===== src/rtl/rss_pkg.sv =====
`default_nettype none
package rss_pkg;

  localparam logic [7:0] CH_LF = 8'd10;
  localparam logic [7:0] CH_CR = 8'd13;

  localparam logic [1:0] MODE_LINE = 2'd0;
  localparam logic [1:0] MODE_PARA = 2'd1;
  localparam logic [1:0] MODE_CHAR = 2'd2;

  localparam logic REG_SPLIT_MODE = 1'b0;
  localparam logic REG_SEPARATOR  = 1'b1;

  localparam logic [1:0] SPLIT_MODE_RESET = MODE_LINE;
  localparam logic [7:0] SEPARATOR_RESET  = CH_LF;

  // result queue: room for two results of one item plus two in flight
  localparam int unsigned QDEPTH  = 4;
  localparam int unsigned PTR_W   = $clog2(QDEPTH);
  localparam int unsigned LEVEL_W = $clog2(QDEPTH + 1);

  typedef struct packed {
    logic [7:0] rec_char;
    logic       char_valid;
    logic       record_end;
  } result_t;

  typedef struct packed {
    logic [LEVEL_W-1:0] level;
    logic               room;
    logic               nonempty;
  } queue_status_t;

endpackage
`default_nettype wire


===== src/rtl/rss_ifs.sv =====
`default_nettype none
interface rss_char_if;
  logic       valid;
  logic       ready;
  logic [7:0] in_char;
  logic       end_of_input;

  modport source (output valid, output in_char, output end_of_input, input ready);
  modport sink   (input valid, input in_char, input end_of_input, output ready);
endinterface

interface rss_rec_if;
  logic       valid;
  logic       ready;
  logic [7:0] rec_char;
  logic       char_valid;
  logic       record_end;

  modport source (output valid, output rec_char, output char_valid, output record_end,
                  input ready);
  modport sink   (input valid, input rec_char, input char_valid, input record_end,
                  output ready);
endinterface
`default_nettype wire


===== src/rtl/rss_step.sv =====
`default_nettype none
module rss_step (
  input  wire logic                clk,
  input  wire logic                rst,
  input  wire logic                accept,
  input  wire logic [7:0]          in_char,
  input  wire logic                end_of_input,
  input  wire logic [1:0]          split_mode,
  input  wire logic [7:0]          separator_char,
  output rss_pkg::result_t         res0,
  output rss_pkg::result_t         res1,
  output logic [1:0]               res_count
);
  import rss_pkg::*;

  logic [7:0] held_char, held_char_next;
  logic       held_valid, held_valid_next;
  logic       line_empty, line_empty_next;
  logic       record_started, record_started_next;

  logic    rel, em, fin, clr, drop, hold_en;
  logic    held_live;
  logic    line_empty_step;
  logic [7:0] hold_ch;
  result_t held_res, char_res, end_res;

  // decide which results this character produces: held first, then the
  // character itself, then the end marker
  always_comb begin
    rel       = 1'b0;
    em        = 1'b0;
    fin       = 1'b0;
    clr       = 1'b0;
    drop      = 1'b0;
    hold_en   = 1'b0;
    hold_ch   = CH_CR;
    held_live = held_valid;
    line_empty_step = line_empty;

    if (end_of_input) begin
      if (held_valid || record_started) begin
        rel = held_valid;
        fin = 1'b1;
      end else begin
        clr = 1'b1;
      end
    end else begin
      case (split_mode)
        MODE_CHAR: begin
          rel = held_valid;
          if (in_char == separator_char) begin
            fin = 1'b1;
          end else begin
            em = 1'b1;
            line_empty_step = (in_char == CH_LF);
          end
        end
        MODE_PARA: begin
          if (in_char == CH_LF) begin
            drop      = held_valid && (held_char == CH_CR);
            held_live = held_valid && !drop;
            if (line_empty) begin
              // blank line closes the record; a held LF is trimmed
              fin = held_live || record_started;
            end else begin
              rel     = held_live;
              hold_en = 1'b1;
              hold_ch = CH_LF;
              line_empty_step = 1'b1;
            end
          end else begin
            rel     = held_valid;
            hold_en = (in_char == CH_CR);
            em      = (in_char != CH_CR);
            line_empty_step = 1'b0;
          end
        end
        default: begin
          // newline records; the unused mode code behaves the same
          if (in_char == CH_LF) begin
            drop = held_valid && (held_char == CH_CR);
            rel  = held_valid && !drop;
            fin  = 1'b1;
          end else begin
            rel     = held_valid;
            hold_en = (in_char == CH_CR);
            em      = (in_char != CH_CR);
            line_empty_step = 1'b0;
          end
        end
      endcase
    end
  end

  always_comb begin
    held_res = '{rec_char: held_char, char_valid: 1'b1, record_end: 1'b0};
    char_res = '{rec_char: in_char, char_valid: 1'b1, record_end: 1'b0};
    end_res  = '{rec_char: 8'd0, char_valid: 1'b0, record_end: 1'b1};

    res_count = 2'(rel) + 2'(em) + 2'(fin);
    res1      = end_res;
    if (rel) begin
      res0 = held_res;
      if (em) begin
        res1 = char_res;
      end
    end else if (em) begin
      res0 = char_res;
    end else begin
      res0 = end_res;
    end
  end

  always_comb begin
    held_valid_next     = held_valid;
    held_char_next      = held_char;
    line_empty_next     = line_empty_step;
    record_started_next = record_started || rel || em;
    if (fin || clr) begin
      held_valid_next     = 1'b0;
      held_char_next      = 8'd0;
      line_empty_next     = 1'b1;
      record_started_next = 1'b0;
    end else if (hold_en) begin
      held_valid_next = 1'b1;
      held_char_next  = hold_ch;
    end else if (rel || drop) begin
      held_valid_next = 1'b0;
      held_char_next  = 8'd0;
    end
  end

  always_ff @(posedge clk) begin
    if (rst) begin
      held_char      <= 8'd0;
      held_valid     <= 1'b0;
      line_empty     <= 1'b1;
      record_started <= 1'b0;
    end else if (accept) begin
      held_char      <= held_char_next;
      held_valid     <= held_valid_next;
      line_empty     <= line_empty_next;
      record_started <= record_started_next;
    end
  end

endmodule
`default_nettype wire


===== src/rtl/rss_queue.sv =====
`default_nettype none
module rss_queue (
  input  wire logic                clk,
  input  wire logic                rst,
  input  wire logic [1:0]          push_count,
  input  wire rss_pkg::result_t    push0,
  input  wire rss_pkg::result_t    push1,
  input  wire logic                pop,
  output rss_pkg::result_t         head,
  output rss_pkg::queue_status_t   status
);
  import rss_pkg::*;

  result_t            mem [QDEPTH];
  logic [PTR_W-1:0]   rd_ptr, wr_ptr, wr_ptr_nx;
  logic [LEVEL_W-1:0] level;

  assign wr_ptr_nx       = wr_ptr + PTR_W'(1);
  assign head            = mem[rd_ptr];
  assign status.level    = level;
  assign status.nonempty = (level != '0);
  assign status.room     = (level <= LEVEL_W'(QDEPTH - 2));

  always_ff @(posedge clk) begin
    if (push_count != 2'd0) begin
      mem[wr_ptr] <= push0;
    end
    if (push_count == 2'd2) begin
      mem[wr_ptr_nx] <= push1;
    end
  end

  always_ff @(posedge clk) begin
    if (rst) begin
      rd_ptr <= '0;
      wr_ptr <= '0;
      level  <= '0;
    end else begin
      wr_ptr <= wr_ptr + PTR_W'(push_count);
      rd_ptr <= rd_ptr + PTR_W'(pop);
      level  <= level + LEVEL_W'(push_count) - LEVEL_W'(pop);
    end
  end

endmodule
`default_nettype wire


===== src/rtl/record_separator_splitter.sv =====
`default_nettype none
// Splits a character stream into records: one character per transfer on
// chars, record characters and bare end markers out on records, one result
// per transfer. A character is taken every cycle while the queue has room; the
// state update for it happens at the accepting edge, where its zero to two
// results enter a four-entry result queue. The input stalls only while the
// queue lacks room for two results, which happens when records is
// back-pressured or when characters that produce two results each arrive
// back to back (the single output port then sets the pace). split_mode picks
// newline, paragraph or single-character records; separator_char is the
// separator for the last. Write the registers only while the block is idle.
module record_separator_splitter (
  input  wire logic        clk,
  input  wire logic        rst,
  rss_char_if.sink         chars,
  rss_rec_if.source        records,
  input  wire logic        psel,
  input  wire logic        penable,
  input  wire logic        pwrite,
  input  wire logic [2:0]  paddr,
  input  wire logic [31:0] pwdata,
  output logic [31:0]      prdata,
  output logic             pready
);
  import rss_pkg::*;

  logic [1:0]    split_mode;
  logic [7:0]    separator_char;
  logic          cfg_write;
  logic          accept;
  logic [1:0]    res_count;
  logic [1:0]    push_count;
  result_t       res0, res1, head;
  queue_status_t qstat;

  assign pready    = 1'b1;
  assign cfg_write = psel && penable && pwrite;

  always_ff @(posedge clk) begin
    if (rst) begin
      split_mode     <= SPLIT_MODE_RESET;
      separator_char <= SEPARATOR_RESET;
    end else if (cfg_write) begin
      unique case (paddr[2])
        REG_SPLIT_MODE: split_mode     <= pwdata[1:0];
        REG_SEPARATOR:  separator_char <= pwdata[7:0];
        default: ;
      endcase
    end
  end

  always_comb begin
    unique case (paddr[2])
      REG_SPLIT_MODE: prdata = {30'd0, split_mode};
      REG_SEPARATOR:  prdata = {24'd0, separator_char};
      default:        prdata = 32'd0;
    endcase
  end

  assign chars.ready = qstat.room;
  assign accept      = chars.valid && chars.ready;
  assign push_count  = accept ? res_count : 2'd0;

  rss_step u_step (
    .clk            (clk),
    .rst            (rst),
    .accept         (accept),
    .in_char        (chars.in_char),
    .end_of_input   (chars.end_of_input),
    .split_mode     (split_mode),
    .separator_char (separator_char),
    .res0           (res0),
    .res1           (res1),
    .res_count      (res_count)
  );

  rss_queue u_queue (
    .clk        (clk),
    .rst        (rst),
    .push_count (push_count),
    .push0      (res0),
    .push1      (res1),
    .pop        (records.valid && records.ready),
    .head       (head),
    .status     (qstat)
  );

  assign records.valid      = qstat.nonempty;
  assign records.rec_char   = head.rec_char;
  assign records.char_valid = head.char_valid;
  assign records.record_end = head.record_end;

`ifndef ASSERT_OFF
  a_no_overflow: assert property (@(posedge clk) disable iff (rst)
    qstat.level <= LEVEL_W'(QDEPTH))
    else $error("result queue overflow");

  a_accept_has_room: assert property (@(posedge clk) disable iff (rst)
    accept |=> qstat.level <= LEVEL_W'(QDEPTH))
    else $error("accepted item without room for its results");

  a_end_marker_bare: assert property (@(posedge clk) disable iff (rst)
    records.valid |-> !(records.record_end && records.char_valid))
    else $error("end marker carries a character");

  a_reset_empty: assert property (@(posedge clk)
    $past(rst) |-> !records.valid && chars.ready)
    else $error("queue not empty after reset");
`endif

endmodule
`default_nettype wire


===== src/flat_wrapper.sv =====
// flat-port wrapper written by rule: the top's interface ports become plain ports
module record_separator_splitter_flat import rss_pkg::*;
  (clk, rst, psel, penable, pwrite, paddr, pwdata, prdata, pready, chars_valid, chars_in_char, chars_end_of_input, chars_ready, records_valid, records_rec_char, records_char_valid, records_record_end, records_ready);
  rss_char_if chars_i ();
  rss_rec_if records_i ();
  input  wire logic clk;
  input  wire logic rst;
  input  wire logic psel;
  input  wire logic penable;
  input  wire logic pwrite;
  input  wire logic [2:0] paddr;
  input  wire logic [31:0] pwdata;
  output logic [31:0] prdata;
  output logic pready;
  input wire logic [$bits(chars_i.valid)-1:0] chars_valid;
  input wire logic [$bits(chars_i.in_char)-1:0] chars_in_char;
  input wire logic [$bits(chars_i.end_of_input)-1:0] chars_end_of_input;
  output wire logic [$bits(chars_i.ready)-1:0] chars_ready;
  output wire logic [$bits(records_i.valid)-1:0] records_valid;
  output wire logic [$bits(records_i.rec_char)-1:0] records_rec_char;
  output wire logic [$bits(records_i.char_valid)-1:0] records_char_valid;
  output wire logic [$bits(records_i.record_end)-1:0] records_record_end;
  input wire logic [$bits(records_i.ready)-1:0] records_ready;
  assign chars_i.valid = chars_valid;
  assign chars_i.in_char = chars_in_char;
  assign chars_i.end_of_input = chars_end_of_input;
  assign chars_ready = chars_i.ready;
  assign records_valid = records_i.valid;
  assign records_rec_char = records_i.rec_char;
  assign records_char_valid = records_i.char_valid;
  assign records_record_end = records_i.record_end;
  assign records_i.ready = records_ready;
  record_separator_splitter u_core (.clk(clk), .rst(rst), .chars(chars_i), .records(records_i), .psel(psel), .penable(penable), .pwrite(pwrite), .paddr(paddr), .pwdata(pwdata), .prdata(prdata), .pready(pready));
endmodule

===== config.mk =====
export PLATFORM = sky130hd
export DESIGN_NAME = record_separator_splitter_flat
export DESIGN_NICKNAME = d
export VERILOG_FILES = /design/src/rtl/rss_pkg.sv /design/src/rtl/rss_ifs.sv /design/src/rtl/rss_step.sv /design/src/rtl/rss_queue.sv /design/src/rtl/record_separator_splitter.sv /design/src/flat_wrapper.sv
export SDC_FILE = /design/constraint.sdc
export NUM_CORES = 1
export LEC_CHECK = 0
export ABC_AREA = 1
export BUFFER_PORTS_ARGS = -buffer_cell sky130_fd_sc_hd__buf_2
export CAP_MARGIN = 20
export CELL_PAD_IN_SITES_DETAIL_PLACEMENT = 2
export CELL_PAD_IN_SITES_GLOBAL_PLACEMENT = 2
export CORE_MARGIN = 5
export CORE_UTILIZATION = 33
export CTS_CLUSTER_DIAMETER = 150
export DETAILED_ROUTE_END_ITERATION = 7
export PLACE_DENSITY = 0.86
export SKIP_CTS_REPAIR_TIMING = 1
export SLEW_MARGIN = 10
export SYNTH_ARGS = -nofsm -noshare
export SYNTH_HDL_FRONTEND = slang
export SYNTH_HIERARCHICAL = 1
export SYNTH_SLANG_ARGS = --single-unit
export TNS_END_PERCENT = 30

===== constraint.sdc =====
create_clock -name clk -period 5.1 [get_ports clk]
set_input_delay 0.51 -clock clk [delete_from_list [all_inputs] [get_ports clk]]
set_output_delay 0.51 -clock clk [all_outputs]
set_load 0.05 [all_outputs]

# Yosys cells after proc, flatten, opt, wreduce, memory -nomap -nowiden
# Memories as Yosys holds them, arrays and structs flattened. A register that Yosys moved wholly into a read port is not among the register bits.
# Index checks and enable logic that the tools add are counted.
# op_classes
n_mux	53
n_addsub	7
order_cmp	1
reduce_logical	20
n_bitwise	1
eq_ne	11
# op_table
op	count
$pmux 32 s2	1
$mux 1	36
$mux 10	3
$eq 8x4->1 const B	3
$mux 8	3
$mux 3	4
$eq 8x8->1	1
$ne 8x4->1 const B	1
$pmux 1 s2	4
$logic_and 1x1->1	6
$logic_or 1x1->1	6
$reduce_and 2->1	3
$reduce_bool 3->1	2
$add 2x1->2	2
$eq 2x2->1 const B	2
$mux 2	2
$ne 4x1->1 const B	1
$reduce_and 4->1	1
$add 3x2->3	1
$le 3x2->1 const B	1
$ne 3x3->1 const B	1
$sub 3x1->3	1
$add 1x1->2	1
$add 2x1->2 const B	1
6 further kinds	6
# word_totals
ramBits	40
inputBits	51
output_inout_bits	45
ff_bits	28
memories	1
word_cells	103
# memory_table
memory	words	width	rd	rd_ports_with_merged_regs	write_ports	line	rtl
u_core.u_queue.mem	4	10	1	1	2	rss_queue.sv:14	result_t mem [QDEPTH];

# Longest topological paths before layout
# logic_depth
depth_word	14
ltp_mapped	21
depth_no_buf	21

# Hierarchy
# The synthesis kept the hierarchy.
# modules_own_cells
module	area_per_inst_um2	cells_per_inst	seq_area_each_um2	n_inst
rss_queue	2606.2	277	1341.3	1
rss_step	863.3	161	100.1	1
record_separator_splitter	765.7	119	200.2	1

# Worst setup path after synthesis
# OpenSTA, ideal clock, no wires.
# synth_path
kind	input-to-reg
from	input port chars_in_char[6]
to	memory u_core/u_queue/mem[0][0] (netlist name), enable pin
cell_stages	16
path_buffers	0
setup_ps	394
t_required_ps	4706
setup_slack_ps	1648
arrival_time_ps	3059
path_cell_list	inv_2 -> nand2_1 -> nor2_4 -> nand2_4 -> inv_2 -> nand3_1 -> nand3_1 -> nand2_1 -> nand2_2 -> o31ai_1 -> fa_1 -> inv_1 -> inv_1 -> nor2_1 -> nor2_1 -> o31ai_1
# synth_rtl
element	line	rtl
start: declaration	flat_wrapper.sv:16	input wire logic [$bits(chars_i.in_char)-1:0] chars_in_char;
end: declaration	rss_queue.sv:14	

==> flow_metrics.env <==
export IMPL_slowest_stage="nand2_2"
export IMPL_crit_buf_inv=4
export IMPL_cts_tree="done"
export IMPL_required_ns=5.17
export IMPL_rows=41
export IMPL_grt_start_max_net_pins=30
export IMPL_report_final_slew_viol_count=0
export IMPL_hold_end="u_core/separator_char[1]"
export IMPL_final_common_cell="nand2_1"
export IMPL_drc_errors=0
export IMPL_worst_slew_pin_slew_ns=0.882
export IMPL_min_path_cells=3
export IMPL_p_clk_share_pct=31.8
export IMPL_dp_hpwl_um=9630
export IMPL_peakVddDrop_uv=147
export IMPL_viasPerCell=4.72
export IMPL_path_clk_slew_ns=0.06
export IMPL_crit_type="flop to flop"
export IMPL_synth_cell_types=38
export IMPL_antenna_found_initial=0
export IMPL_start_util_pct=33.6
export IMPL_max_cap_viol_count=0
export IMPL_period_minus_slack_ns=3.80
export IMPL_syn_inst=557
export IMPL_reg2reg_depth=18
export IMPL_r2r_end="u_core/u_queue/mem[3][5]"
export IMPL_wl_per_cell_um=16.4
export IMPL_crit_chain="ha_1 > inv_1 > a21oi_1 > nand2_1 > nor2_1 > nand3_1 > nand3_1 > nand2_1 > nand2_2 > o31ai_1 > fa_1 > inv_1 > inv_1 > nor2_1 > nor2_4 > nand2_2 > o21ai_0 > buf_4"
export IMPL_switching_power_uw=772
export IMPL_crit_path_end_kind="flop"
export IMPL_root_buffer="clkbuf_16"
export IMPL_dr_pass1_iters=4
export IMPL_cts_sinks=62
export IMPL_totalWireLength_um=12700
export IMPL_grt_use_total_pct=17.8
export IMPL_ys_warn_count=6
export IMPL_h_tree_depth=3
export IMPL_num_fill_cells=1539
export IMPL_max_slew_margin_rel_pct=41.1
export IMPL_slowest_delay_ns=0.45
export IMPL_grt_pass1_vias=4115
export IMPL_diodes=0
export IMPL_clock_skew_ns=0.00604
export IMPL_seqCellArea_sq_mm=0.00164
export IMPL_status="finished clean"
export IMPL_io_buffers=44
export IMPL_multi_input_area_sq_mm=0.00197
export IMPL_cp_arrival_ns=3.87
export IMPL_die_h_um=123
export IMPL_syn_to_final_growth_pct=12.2
export IMPL_ys_seq_elements=62
export IMPL_critPathTopFamily="simple AND/OR/NAND/NOR gates"
export IMPL_clock_fmax_ghz=0.263
export IMPL_fp_dieW_um=123
export IMPL_sw_frac_of_total_pct=40.8
export IMPL_io_pins=96
export IMPL_fin_nets=658
export IMPL_cts_max_path_buffers=2
export IMPL_clock_latency_ns=0.33
export IMPL_vias=3651
export IMPL_p_int_uw=1120
export IMPL_cts_buffers=9
export IMPL_whs_ns=0.420
export IMPL_fin_setup_tns_ns=0
export IMPL_avgSynthCellArea_sq_um=7.60
export IMPL_core_area_sq_mm=0.0126
export IMPL_finalWeightedCongestion=0.759
export IMPL_p_comb_share_pct=34.7
export IMPL_seq_area_frac_synth_pct=38.8
export IMPL_drive_gt1_share_pct=21.3
export IMPL_ant_nets=0
export IMPL_reg2reg_slack_ns=1.30
export IMPL_path_max_fanout=21
export IMPL_r2r_start="u_core/split_mode[1]"
export IMPL_powerDensity_mw_per_mm2=398
export IMPL_grt_ovfl_total=0
export IMPL_rsz0062_at_grt="no"
export IMPL_period_share_pct=74.5
export IMPL_hold_viol=0
export IMPL_dieArea_sq_mm=0.0152
export IMPL_min_path_type="input port to flop"
export IMPL_min_from="pwdata[1]"
export IMPL_critPathLaunchType="flop"
export IMPL_p_seq_share_pct=33.5
export IMPL_drt_initial_drc_count=146
export IMPL_final_setup_viol_count=0
export IMPL_syn_area_sq_mm=0.00424
export IMPL_grt_pass1_wl_um=20800
export IMPL_power_leakage_uw=0.00221
export IMPL_layout_common_cells="nand2_1, inv_1, nor2_1"
export IMPL_critical_path_most_common_cell="inv_1"
## cells in the mapped netlist, drive strengths merged
cell type    n  area [sq um]
fa           2          40.0
o31ai        4          30.0
nand4        2          12.5
a21oi       20           104
xor2         2          17.5
nor2        56           259
or2          1          6.26
nand2      157           634
clkinv       2          7.51
clkbuf       3          21.3
conb         2          7.51
nand3       31           178
nor3         3          15.0
ha           7          87.6
buf         39           319
o21ai       57           402
dfxtp       22           440
nand3b       1          7.51
inv         95           362
edfxtp      40          1200
o211ai      10          75.1
xnor2        1          8.76
## cell type report
cell class / instances / share of cell area, %
tap: 172 / 4.53
multi-input combinational: 379 / 41.5
clock buffer: 9 / 4.74
timing repair buffer: 49 / 5.58
clock inverter: 6 / 1.34
inverter: 97 / 7.77
sequential: 62 / 34.6
## sequential cells by signal, indices dropped and copies added, names as in the netlist
register / cells
u_core/u_queue/level: 3
u_core/u_queue/rd_ptr: 2
u_core/u_queue/wr_ptr: 2
u_core/split_mode: 2
u_core/u_queue/mem: 40
u_core/u_step/line_empty: 1
u_core/u_step/record_started: 1
u_core/separator_char: 8
u_core/u_step/held_char: 3
## worst register-to-register path, delay by kind of cell, from the launching register on
family	cells	cell delay, ns
compound gates	3	0.42
fa+ha+maj	2	0.66
buf+inv	4	0.44
flops	1	0.40
simple gates	9	1.61
## metal layers
layer	up-vias	part of all wire (%)	routed length [um]	GRT usage [%]
met2	66	54	6840	33.5
met4	0	1.8	231	5.95
met3	15	2.8	356	2.93
li1	1795	-	-	-
met1	1775	41	5260	20.4
met5	-	0	0	0
## metrics by stage
step | worst slack (ns) | instance area, sq um | std cells | power, uW | util, %
final | 1.30 | 4750 | 774 | 1890 | 37.6
after global routing | 0.968 | 4750 | 774 | 2000 | 37.6
after CTS | 1.29 | 4750 | 774 | 1920 | 37.6
after detailed placement | 1.35 | 4460 | 759 | 1310 | 35.4
after global placement | 1.45 | 4450 | 758 | 1250 | 35.2
after floorplan | 1.65 | 4320 | 580 | 1140 | -
## logic make-up (layout without fill, tap and decap cells)
group / Yosys count / after routing / synth area share, %
simple gates: 251 / 251 / 26.3
buf+inv: 139 / 161 / 16.8
compound gates: 91 / 91 / 14.4
flops: 62 / 62 / 38.8
fa+ha+maj: 9 / 9 / 3.01
xor+xnor: 3 / 3 / 0.620
other cells: 2 / 25 / 0.177
## power groups by stage
stage | Combinational [uW] | Clock, uW | Sequential, uW
finish | 655 | 602 | 634
global placement | 585 | 0 | 660
detailed placement | 660 | 0 | 646
floorplan | 527 | 0 | 613
global route | 715 | 639 | 643
CTS | 667 | 616 | 636
## worst max path at each step
stage,start,end,slack [ns],cells after the start
6_report,u_core/split_mode[1],u_core/u_queue/mem[3][5],1.30,18
5_1_grt,u_core/split_mode[1],u_core/u_queue/mem[0][6],0.97,19
4_1_cts,u_core/split_mode[1],u_core/u_queue/mem[3][6],1.29,18
3_5_place_dp,chars_in_char[6],u_core/u_queue/mem[3][4],1.35,19
3_3_place_gp,chars_in_char[6],u_core/u_queue/mem[3][3],1.45,19
2_1_floorplan,chars_in_char[6],u_core/u_queue/mem[0][0],1.65,16
Power figures use the tool's default switching activity.
